===== config.mk =====
export PLATFORM = sky130hd
export DESIGN_NAME = tcw_ctrl
export DESIGN_NICKNAME = d
export VERILOG_FILES = /design/src/sv/tcw_pkg.sv /design/src/sv/tcw_ctrl.sv
export SDC_FILE = /design/constraint.sdc
export NUM_CORES = 1
export LEC_CHECK = 0
export BUFFER_PORTS_ARGS = -buffer_cell sky130_fd_sc_hd__buf_4
export CAP_MARGIN = 25
export CORE_AREA = 2 2 39 41
export DETAILED_ROUTE_END_ITERATION = 12
export DIE_AREA = 0 0 41 43
export HOLD_SLACK_MARGIN = 0.15
export PLACE_DENSITY = 0.46
export SYNTH_ARGS = -nofsm -noshare
export SYNTH_HDL_FRONTEND = slang
export SYNTH_SLANG_ARGS = --single-unit

===== constraint.sdc =====
create_clock -name clk_i -period 1.7 [get_ports clk_i]
set_clock_uncertainty 0.15 [all_clocks]
set_input_delay 0.085 -clock clk_i [delete_from_list [all_inputs] [get_ports clk_i]]
set_output_delay 0.085 -clock clk_i [all_outputs]
set_load 0.05 [all_outputs]

===== src/sv/tcw_pkg.sv =====
// types, constants and sizes shared by the text console writer files
package tcw_pkg;

  localparam int COLUMNS    = 80;
  localparam int ROWS       = 25;
  localparam int CELL_COUNT = ROWS * COLUMNS;
  localparam int COPY_LEN   = (ROWS - 1) * COLUMNS;

  localparam int ROW_W   = $clog2(ROWS);
  localparam int COL_W   = $clog2(COLUMNS);
  localparam int RAM_AW  = $clog2(CELL_COUNT);
  localparam int ADDR_W  = 11;
  localparam int CELL_W  = 16;
  localparam int CHAR_W  = 8;
  localparam int COLOR_W = 8;

  localparam logic [CHAR_W-1:0]  NEWLINE_CODE = 8'd10;
  localparam logic [CHAR_W-1:0]  BLANK_CODE   = 8'd32;
  localparam logic [COLOR_W-1:0] RESET_COLOR  = 8'd7;

  localparam logic CMD_PUT  = 1'b0;
  localparam logic CMD_READ = 1'b1;

  typedef enum logic [2:0] {
    ST_CLEAR,
    ST_IDLE,
    ST_COPY,
    ST_FILL,
    ST_FINISH
  } tcw_state_e;

  typedef struct packed {
    logic idle;
    logic accept;
    logic cnt_clr;
    logic cnt_inc;
    logic wr_clear;
    logic wr_copy;
    logic wr_fill;
    logic rd_copy;
    logic out_load;
  } tcw_cmd_t;

  typedef struct packed {
    logic scroll_needed;
    logic cnt_zero;
    logic cnt_copy_end;
    logic cnt_last;
    logic out_free;
  } tcw_status_t;

endpackage


===== src/sv/tcw_ctrl.sv =====
// controller state machine: clear pass, request accept, scroll copy and fill
module tcw_ctrl (
  input  logic                 clk_i,
  input  logic                 rst_ni,
  input  logic                 in_valid_i,
  input  tcw_pkg::tcw_status_t status_i,
  output tcw_pkg::tcw_cmd_t    cmd_o
);
  import tcw_pkg::*;

  tcw_state_e state_q, state_d;

  always_ff @(posedge clk_i or negedge rst_ni) begin
    if (!rst_ni) begin
      state_q <= ST_CLEAR;
    end else begin
      state_q <= state_d;
    end
  end

  always_comb begin
    state_d = state_q;
    case (state_q)
      ST_CLEAR: begin
        if (status_i.cnt_last) state_d = ST_IDLE;
      end
      ST_IDLE: begin
        if (in_valid_i) begin
          state_d = status_i.scroll_needed ? ST_COPY : ST_FINISH;
        end
      end
      ST_COPY: begin
        if (status_i.cnt_copy_end) state_d = ST_FILL;
      end
      ST_FILL: begin
        if (status_i.cnt_last) state_d = ST_FINISH;
      end
      ST_FINISH: begin
        if (status_i.out_free) state_d = ST_IDLE;
      end
      default: state_d = ST_CLEAR;
    endcase
  end

  always_comb begin
    cmd_o = '0;
    case (state_q)
      ST_CLEAR: begin
        cmd_o.wr_clear = 1'b1;
        cmd_o.cnt_inc  = !status_i.cnt_last;
        cmd_o.cnt_clr  = status_i.cnt_last;
      end
      ST_IDLE: begin
        cmd_o.idle    = 1'b1;
        cmd_o.accept  = in_valid_i;
        cmd_o.cnt_clr = 1'b1;
      end
      ST_COPY: begin
        // read runs one cell ahead of the write
        cmd_o.rd_copy = !status_i.cnt_copy_end;
        cmd_o.wr_copy = !status_i.cnt_zero;
        cmd_o.cnt_inc = !status_i.cnt_copy_end;
      end
      ST_FILL: begin
        cmd_o.wr_fill = 1'b1;
        cmd_o.cnt_inc = !status_i.cnt_last;
        cmd_o.cnt_clr = status_i.cnt_last;
      end
      ST_FINISH: begin
        cmd_o.out_load = status_i.out_free;
      end
      default: cmd_o = '0;
    endcase
  end

endmodule


==> summary.txt <==
clock slew at reported path FFs = 0.03 ns
crit-path cells = nand2b_1 > nor2_2 > and2_1 > buf_4
P&R area growth vs syn = 65.6%
Synth Area in Compound Gates = 25.4%
synthesized area per cell = 8.25 sq um
via/cell ratio = 4.64
Reg2Reg Depth = 3
Largest Register = state_q
final critical-path share of the clock period = 95.3%
final setup fails = 0
Peak VDD IR = 1140 uV
setup slack, reg-to-reg = 0.28 ns
Crit. path cell count = 4
Cell Rows = 14
EDFF count, synth = 0
Slew @ Worst Pin = 0.344 ns
Worst path max stage delay = 0.47 ns
H-tree depth = 1
CTS tree = done
CP endpoint = cmd_o[7]
CORE AREA = 0.00138 sq mm
adder-cell area share of the yosys netlist = 0%
clk sinks = 3
DRT iter0 DRCs = 5
max reg flops = 3
final WL = 873 um
reg2reg start = state_q[0]
asr flop ratio synth = 100%
Post-Synth Simple-Gate Area = 34.4%
chip width = 41 um
leak pwr = 0.242 nW
Slew Limit Fails = 0
dominant cells by area after synthesis = dfrtp_1 (25%), nand2b_1 (8.2%), buf_6 (7.4%)
CP startpoint = state_q[2]
die area = 0.00176 sq mm
Max stage delay cell, worst path = dfrtp_1
number of top-level pins = 17
number of port buffers = 16
Synth Flop Type = dfrtp_1
DP HPWL = 575 um
global placement routability congestion = 0.739
largest family of logic cells by synthesized area = simple AND/OR/NAND/NOR gates
Crit path max-delay family = simple AND/OR/NAND/NOR gates
number of global-route vias before repair = 327
Post-Synth XOR/XNOR Area = 0%
synth unique cells = 24
mux share of post-synthesis cell area = 3.28%
final hold vios = 0
synth cell count leaders = nand2b_1 (4), nor3_1 (4), a21oi_1 (3), dfrtp_1 (3)
syn nets = 45
sequential share of the synthesized area = 24.6%
DR pass1 iterations = 4
crit start category = register
Regs by FF count = state_q x3
Max Clk Rate = 617 MHz
max_slew headroom = 77.1%
Ys Warns = 0
Power Density = 2240 mW/mm^2
GRT overflow = 0
vias post-DR = 353
Synth Instances = 37
Max Root-Sink Buffers = 2
Final ANT Viol Nets = 0
Total Nets Final = 69
Die Y = 43 um
crit path time final = 1.62 ns
CP arrival = 1.39 ns
Final Power = 0.00113 W
Post-Syn Area = 305 sq um
Max-cap violations = 0
DRC violations left = 0
clock root buffer = clkbuf_4
antenna violations before repair = 0
Core Util, Final = 36.5%
setup bufs post-CTS = 0
leading area contributor after synthesis = dfrtp_1
Wirelength per Cell = 11.5 um
worst-path fanout max = 9
Yosys top cell area share = 24.6%
crit path buf inv count = 1
CP Class = register to output port
crit end category = output port
Crit path required time = 1.46 ns
diode count = 0
layout cells sized above 1 = 38.3%
Initial Utilization = 22.1%
gr usage total = 12.0%
largest net degree at the start of global routing = 17
Yosys reg bits = 3
worst skew pair latency = 0.24 ns
RSZ-0062 raised after global routing = false
CTS buffer count = 3
first-pass GRT wire length = 1330 um
reg-to-reg endpoint = state_q[0]
status = finished clean
Hold Path Class = input port to register
## cells by family (layout without fill, tap and decap cells)
kind of cell / count (synthesis) / in the layout
and+or+nand+nor: 17 / 17
AOI/OAI and AO/OA: 11 / 11
buffers and inverters: 5 / 28
DFF: 3 / 3
muxes: 1 / 1
## stage by stage
| stage | setup TNS [ns] | cell area, sq um | setup WS (ns) | cells | hold slack (ns) |
|---|---|---|---|---|---|
| 2_1_floorplan | -0.852 | 308 | -0.255 | 37 | -0.361 |
| 3_3_place_gp | 0 | 418 | 0.224 | 66 | -0.275 |
| 3_5_place_dp | 0 | 418 | 0.207 | 66 | -0.274 |
| 4_1_cts | 0 | 505 | 0.0754 | 76 | 0.184 |
| 5_1_grt | 0 | 505 | 0.0265 | 76 | 0.243 |
| 6_report | 0 | 505 | 0.0799 | 76 | 0.189 |
## cell usage in the layout, fill, tap and decap left out, drive strengths merged, types with 2 or more instances in the layout
cell / n
nor3b: 2
buf: 16
nand2b: 4
dfrtp: 3
nor3: 4
dlygate4sd3: 6
nor2: 2
clkbuf: 4
and3: 2
inv: 2
a21oi: 3
## cell type report
cell class	count	area, sq um
clock buffer	4	26.3
sequential	3	76.3
multi-input combinational	29	195
tap	16	20.0
fill	147	878
timing repair buffer	22	180
inverter	2	7.51
## routing by layer
metal  share of wire, %  GRT usage [%]  vias up
met5                  0              0        -
li1                   -              -      179
met1                 46           14.2      158
met2                 48           15.9       14
met3                5.5           3.14        2
met4               0.80           12.0        0
## worst min path at each step
stage,slack [ns],end,startpoint,cells after the start
final,0.19,state_q[2],status_i[0],4
after global routing,0.24,state_q[2],status_i[0],4
after CTS,0.18,state_q[2],status_i[0],4
after detailed placement,-0.27,state_q[1],rst_ni,1
after global placement,-0.27,state_q[2],rst_ni,1
after floorplan,-0.36,state_q[0],rst_ni,0
## what timing repair did
action | 4_1_cts | 5_1_grt
endpoints found under the setup margin | 2 | 0
hold buffers | 6 | 0
endpoints found under the hold margin | 6 | 0
resized for setup | 1 | 0
## worst reg2reg max path: stages (launching register included)
cell and delay [ns]:
dfrtp_2 0.50, nor3b_1 0.25, o21ai_1 0.14, a211o_1 0.26
## report_power, final
part	internal, W	total (W)	switching [W]
logic	0.000282	0.000784	0.000502
registers	0.000108	0.000216	0.000108
clock network	0.0000883	0.000131	0.0000423
total	0.000479	0.00113	0.000651
(Power assumes the default switching activity.)
